===== src/etqt_pkg.sv =====
`timescale 1ns / 1ps
`default_nettype none
// ----------------------------------------------------------------------------
// etqt_pkg
// Shared constants and types for the event timing quantile tracker.
// ----------------------------------------------------------------------------
package etqt_pkg;
    localparam int unsigned QuantileNodes = 15;
    localparam int unsigned TimeW = 64;
    localparam int unsigned StepW = 32;
    localparam int unsigned IdxW = 4;
    localparam int unsigned EwmaWeight = 6;
    localparam logic [StepW-1:0] StepSeedMin = 32'd1024;
    localparam logic [TimeW-1:0] RiseLimit = 64'h0000_0000_FFFF_FFFF;
    localparam logic CmdRecord = 1'b0;
    localparam logic CmdRead = 1'b1;

    typedef struct packed {
        logic                cmd;
        logic [TimeW-1:0]    start_time;
        logic [TimeW-1:0]    end_time;
        logic [IdxW-1:0]     node_index;
    } t_in;

    typedef struct packed {
        logic [TimeW-1:0] event_count;
        logic [TimeW-1:0] avg_duration;
        logic [TimeW-1:0] avg_interval;
        logic [TimeW-1:0] peak_duration;
        logic [TimeW-1:0] node_estimate;
        logic [StepW-1:0] node_step;
    } t_out;

    function automatic logic [TimeW-1:0] forward_gap(input logic [TimeW-1:0] later,
                                                     input logic [TimeW-1:0] earlier);
        logic [TimeW-1:0] d;
        d = later - earlier;
        if (d == '0 || d[TimeW-1]) return '0;
        return d;
    endfunction

    function automatic logic [TimeW-1:0] ewma(input logic [TimeW-1:0] avg,
                                              input logic [TimeW-1:0] x);
        logic [TimeW+EwmaWeight:0] s;
        s = ({1'b0, avg, {EwmaWeight{1'b0}}} - {{(EwmaWeight+1){1'b0}}, avg})
            + {{(EwmaWeight+1){1'b0}}, x};
        return s[TimeW+EwmaWeight-1:EwmaWeight];
    endfunction
endpackage
`default_nettype wire


===== src/etqt_node_mem.sv =====
`timescale 1ns / 1ps
`default_nettype none
// ----------------------------------------------------------------------------
// etqt_node_mem
// Quantile node memory: estimate and step per node, one write and one
// registered read port, valid bit per node for reset-to-unset.
// ----------------------------------------------------------------------------
module etqt_node_mem #(
    parameter int unsigned NODES = etqt_pkg::QuantileNodes,
    parameter int unsigned AW = $clog2(NODES + 1)
) (
    input  wire                          i_clk,
    input  wire                          i_rst_n,
    input  wire  [AW-1:0]                i_raddr,
    output logic [etqt_pkg::TimeW-1:0]   o_rest,
    output logic [etqt_pkg::StepW-1:0]   o_rstep,
    input  wire                          i_we,
    input  wire  [AW-1:0]                i_waddr,
    input  wire  [etqt_pkg::TimeW-1:0]   i_west,
    input  wire  [etqt_pkg::StepW-1:0]   i_wstep
);
    logic [etqt_pkg::TimeW+etqt_pkg::StepW-1:0] r_mem [NODES];
    logic [NODES-1:0] r_vld;
    logic [etqt_pkg::TimeW+etqt_pkg::StepW-1:0] r_q;
    logic r_qv;

    always_ff @(posedge i_clk) begin
        if (i_we && i_waddr < AW'(NODES)) begin
            r_mem[i_waddr] <= {i_west, i_wstep};
        end
        if (i_raddr < AW'(NODES)) begin
            r_q <= r_mem[i_raddr];
        end else begin
            r_q <= '0;
        end
    end

    always_ff @(posedge i_clk) begin
        if (!i_rst_n) begin
            r_vld <= '0;
            r_qv  <= 1'b0;
        end else begin
            r_qv <= (i_raddr < AW'(NODES)) && r_vld[i_raddr];
            if (i_we && i_waddr < AW'(NODES)) begin
                r_vld[i_waddr] <= 1'b1;
            end
        end
    end

    assign o_rest  = r_qv ? r_q[etqt_pkg::TimeW+etqt_pkg::StepW-1:etqt_pkg::StepW] : '0;
    assign o_rstep = r_qv ? r_q[etqt_pkg::StepW-1:0] : '0;
endmodule
`default_nettype wire


===== config.mk =====
export PLATFORM = sky130hd
export DESIGN_NAME = etqt_node_mem
export DESIGN_NICKNAME = d
export VERILOG_FILES = /design/src/etqt_pkg.sv /design/src/etqt_node_mem.sv
export SDC_FILE = /design/constraint.sdc
export NUM_CORES = 2
export LEC_CHECK = 0
export BUFFER_PORTS_ARGS = -buffer_cell sky130_fd_sc_hd__buf_4
export CORE_MARGIN = 3
export CORE_UTILIZATION = 44
export DETAILED_ROUTE_END_ITERATION = 8
export GPL_ROUTABILITY_DRIVEN = 1
export GPL_TIMING_DRIVEN = 0
export HOLD_SLACK_MARGIN = 0.12
export PLACE_DENSITY_LB_ADDON = 0.3
export SYNTH_ARGS = -nofsm -noshare
export SYNTH_HDL_FRONTEND = slang
export SYNTH_SLANG_ARGS = --single-unit

===== constraint.sdc =====
create_clock -name i_clk -period 14.4 [get_ports i_clk]
set_clock_uncertainty 0.05 [all_clocks]
set_input_delay 2.16 -clock i_clk [delete_from_list [all_inputs] [get_ports i_clk]]
set_output_delay 2.16 -clock i_clk [all_outputs]
set_load 0.1 [all_outputs]

---- Yosys cells after proc, flatten, opt, wreduce, memory -nomap -nowiden ----
Memory sizes are Yosys's and may differ from the RTL's. A register that Yosys moved wholly into a read port is not among the register bits.
Cells that the tools add are included.
word-level totals
  register bits after elaboration ......... 16
  memory bits (writable) .................. 1440
  input bits .............................. 107
  output and inout port bits .............. 96
  logic and storage cells ................. 21
  memories ................................ 1
memory list
  name   depth  width  rd ports  clocked after memory_dff  write ports  RTL line             text
  r_mem  15     96     1         1                         1            etqt_node_mem.sv:22  logic [etqt_pkg::TimeW+etqt_pkg::StepW-1:0] r_mem [NODES];
cells by class
  magnitude comparators ................... 5
  muxes and demuxes ....................... 8
  bitwise logic cells ..................... 1
  reduce and logical (&&, ||, !) cells .... 4
operators with widths
  cell                                                                                  count
  64-bit two-way mux                                                                    1
  32-bit two-way mux                                                                    1
  15-bit OR                                                                             1
  4-bit by 5-bit less-than comparator with 1-bit output (second input constant)         2
  4-bit less-than comparator (second input constant)                                    2
  1-bit binary-select mux with 4-bit select                                             1
  1-bit demux with 4-bit select                                                         1
  4-bit by 1-bit greater-or-equal comparator with 1-bit output (second input constant)  1
  1-bit two-way mux                                                                     4
  1-bit logical AND                                                                     3
  1-bit logical NOT                                                                     1

---- Depth between registers and ports, before layout ----
  word-level depth ........................ 5
  gate-level depth with buffers ........... 9
  mapped depth without buffers ............ 4

---- Least setup slack after synthesis ----
Ideal clock, no wire load.
  kind .................................... input -> register
  start ................................... input port i_waddr[0]
  end ..................................... memory r_mem[0][0] in the netlist's numbering, enable pin
  setup time .............................. 0.672 ns
  arrival ................................. 9.219 ns
  data required time ...................... 13.678 ns
  setup slack ............................. 4.459 ns
  stages .................................. 2
  buffers on the path ..................... 0
  path through ............................ or3b_2 > nor3_1
on the way
  longest elaborated chain between the ends .. 4
ends and longest elaborated chain
  what                                     RTL line             text
  start: declaration                       etqt_node_mem.sv:18  input wire [AW-1:0] i_waddr,
  4-bit less-than comparator               etqt_node_mem.sv:28  if (i_we && i_waddr < AW'(NODES)) begin
  1-bit logical AND                        etqt_node_mem.sv:28
  1-bit two-way mux                        etqt_node_mem.sv:28
  1-bit two-way mux (implied by the code)  etqt_node_mem.sv:29  r_mem[i_waddr] <= {i_west, i_wstep};
  end: declaration                         etqt_node_mem.sv:22
Parallel ways exist; a longest one is shown, timed or not.

---- Worst setup path in the final report ----
  start ................................... register r_qv
  end ..................................... output port o_rstep[24] in the netlist's numbering
on the way
  longest elaborated chain between the ends .. 1
ends and longest elaborated chain
  what                      RTL line             text
  start: declaration        etqt_node_mem.sv:25  logic r_qv;
  start signal: assignment  etqt_node_mem.sv:43  r_qv <= (i_raddr < AW'(NODES)) && r_vld[i_raddr];
  32-bit two-way mux        etqt_node_mem.sv:51  assign o_rstep = r_qv ? r_q[etqt_pkg::StepW-1:0] : '0;
  end: declaration          etqt_node_mem.sv:16  output logic [etqt_pkg::StepW-1:0] o_rstep,
No other way between the ends.

==> qor.yml <==
sw_frac_of_total: 0.219
die-area_um2: 137000
worst-r2r-cell-count: 3
grt_pass1_wl_um: 215000
vias: 30700
synth_compound_area_frac: 0.0574
cts_resized: 0
pin_count: 203
clkPwrFrac: 0.405
mostFrequentLayoutCells: "edfxtp_1 (1440), mux2i_1 (288), buf_4 (223)"
crit_required_ns: 12.19
drtPass1Iterations: 5
vdd_drop_max_v: 0.000111
clk_pin_slew_ns: 0.06
p_leak_nw: 23.2
path_class: "register to output port"
fp.dieW_um: 370
grt_max_degree: 26
core_area_um2: 132000
ys_ff_latch: 1552
setup_viol: 0
via_per_inst: 5.71
overflow: 0
hold_viol: 0
seqPwrFrac: 0.530
dpl.cell_count: 5088
p_int_mw: 7.46
antenna_found_initial: 23
fmax_mhz: 174
cp-start-kind: "register"
initial_core_util: 0.444
post-route-period-util: 0.400
place_area_um2: 63700
report.final.slew_viol_count: 0
area_growth_pct: 17.6
ant_nets: 0
hp-class: "register to register"
htreeDepth: 4
rsz0062_at_grt: "no"
switchingPower_mw: 2.09
yosysWarnings: 0
worstPathMaxFanout: 10
max_stage_delay_ns: 0.83
ys_seq_area_frac: 0.779
status: "completed"
p_per_area_nw_per_um2: 139
insertion_delay_ns: 0.78
gp_congestion: 0.737
netlist_instances: 3037
period_needed_ns: 5.76
worst_slew_pin_slew_ns: 1.36
comb_power_share: 0.064
synth-simple-area-share: 0.0199
drv_cap: 0
first_iter_violations: 3609
layout.cells.non_filler: 5384
dp_hpwl_um: 96700
numCtsBuffers: 151
hold_path_depth: 1
cpMaxStageDelayCell: "clkbuf_1"
clock-sinks: 1552
track_usage: 0.219
cts_tree: "yes"
end_kind: "output port"
syn_area_um2: 58400
wl_per_cell_um: 28.1
synth_xor_area_frac: 0
clockRootBuffer: "clkbuf_16"
final_common_cell: "edfxtp_1"
postCtsHoldBufs: 0
path_cells: "clkbuf_1 > clkbuf_2 > and2_1 > buf_4"
rows: 133
layout-drive-gt1-share: 0.262
grt_pass1_vias: 30800
synth_top_family_by_area: "multiplexers"
nNetsFinal: 3593
synth_fa_ha_area_frac: 0
drc: 0
post_cts_buffers: 0
worstPathArrival_ns: 3.55
yosys.cell_types.count: 36
design_area_um2: 68700
die_h_um: 370
slew_headroom: 0.0945
syn-num-nets: 3144
avgSynthCellArea_um2: 19.2
routed_wl_um: 151000
tns_ns: 0
io_buffer_count: 198
synth.mux.area_fraction: 0.125
cts_buffer_depth: 3
-- per-layer routing --
| layer | routed length [um] | GRT usage | vias to the layer above |
|---|---|---|---|
| met5 | 60 | 0 | - |
| met4 | 2900 | 0.0550 | 10 |
| met3 | 14100 | 0.0581 | 212 |
| met2 | 70800 | 0.340 | 1338 |
| met1 | 63300 | 0.307 | 16000 |
| li1 | - | - | 13200 |
-- state kept, by name (all words and copies together) (netlist names) --
name   cells
r_mem   1440
r_qv       1
r_vld     15
r_q       96
-- worst max-delay path: cells and delay by family, from the launching register on --
| family | cells | cell delay, ns |
|---|---|---|
| simple gates | 1 | 0.42 |
| buf+inv | 3 | 1.94 |
| flops | 1 | 0.39 |
-- synth_stat cells (all sizes together) --
| cell type | n | share of area |
|---|---|---|
| mux4 | 103 | 0.040 |
| o311ai | 1 | 0.00015 |
| inv | 2 | 0.00013 |
| nand4b | 1 | 0.00015 |
| nand3b | 4 | 0.00051 |
| clkbuf | 60 | 0.0042 |
| and2 | 97 | 0.010 |
| or3b | 1 | 0.00015 |
| edfxtp | 1440 | 0.74 |
| dfxtp | 112 | 0.038 |
| mux2 | 186 | 0.036 |
| a32oi | 2 | 0.00030 |
| or2 | 1 | 0.00011 |
| buf | 124 | 0.015 |
| a21oi | 1 | 0.000086 |
| a22oi | 186 | 0.024 |
| nor2b | 1 | 0.00024 |
| nand2b | 3 | 0.00032 |
| o2111ai | 2 | 0.00030 |
| o21ai | 192 | 0.016 |
| nand4 | 1 | 0.00011 |
| nand3 | 2 | 0.00017 |
| nor3 | 4 | 0.00034 |
| mux2i | 288 | 0.049 |
| nand2 | 98 | 0.0063 |
| nor2 | 15 | 0.0011 |
| o221ai | 94 | 0.014 |
| o211ai | 1 | 0.00013 |
| o21a | 15 | 0.0019 |
-- path summary, 6_finish.rpt --
path                                              from                     to  slack, ns
worst max-delay path                   r_qv$_SDFF_PN0_            o_rstep[24]       8.64
worst min-delay path             r_vld[7]$_SDFFE_PN0N_  r_vld[7]$_SDFFE_PN0N_       0.41
worst max register to register  r_mem[8][33]$_DFFE_PP_     r_q[33]$_SDFF_PP0_      12.88
worst min register to register   r_vld[7]$_SDFFE_PN0N_  r_vld[7]$_SDFFE_PN0N_       0.41
-- metrics by stage --
| step | total power [mW] | util | hold WS, ns | worst slack [ns] |
|---|---|---|---|---|
| 2_1_floorplan | 5.52 | - | 0.385 | 4.46 |
| 3_3_place_gp | 5.77 | 0.472 | 0.395 | -4.01 |
| 3_5_place_dp | 5.78 | 0.484 | 0.402 | 9.03 |
| 4_1_cts | 9.61 | 0.521 | 0.415 | 8.18 |
| 5_1_grt | 9.83 | 0.521 | 0.420 | 8.55 |
| 6_report | 9.55 | 0.522 | 0.412 | 8.64 |
-- logic make-up after synthesis --
logic type	count (synthesis)
DFF	1552
muxes	577
AOI/OAI and AO/OA	494
buffers and inverters	186
and+or+nand+nor	228
-- power by group through the flow --
stage | logic, mW | clock network [mW] | registers, mW
3_3_place_gp | 0.587 | 0 | 5.18
6_report | 0.613 | 3.87 | 5.07
5_1_grt | 0.650 | 4.11 | 5.07
4_1_cts | 0.616 | 3.93 | 5.07
2_1_floorplan | 0.354 | 0 | 5.16
3_5_place_dp | 0.614 | 0 | 5.16
-- layout make-up --
type / instances / area, um^2
Inverter: 2 / 7.51
Clock inverter: 59 / 460
Timing Repair Buffer: 296 / 3040
Fill cell: 10400 / 63000
Buffer: 184 / 1110
Antenna cell: 15 / 37.5
Tap cell: 1755 / 2200
Sequential cell: 1552 / 45500
Multi-Input combinational cell: 1299 / 11900
Clock buffer: 222 / 4420
Power figures use the tool's default switching activity.
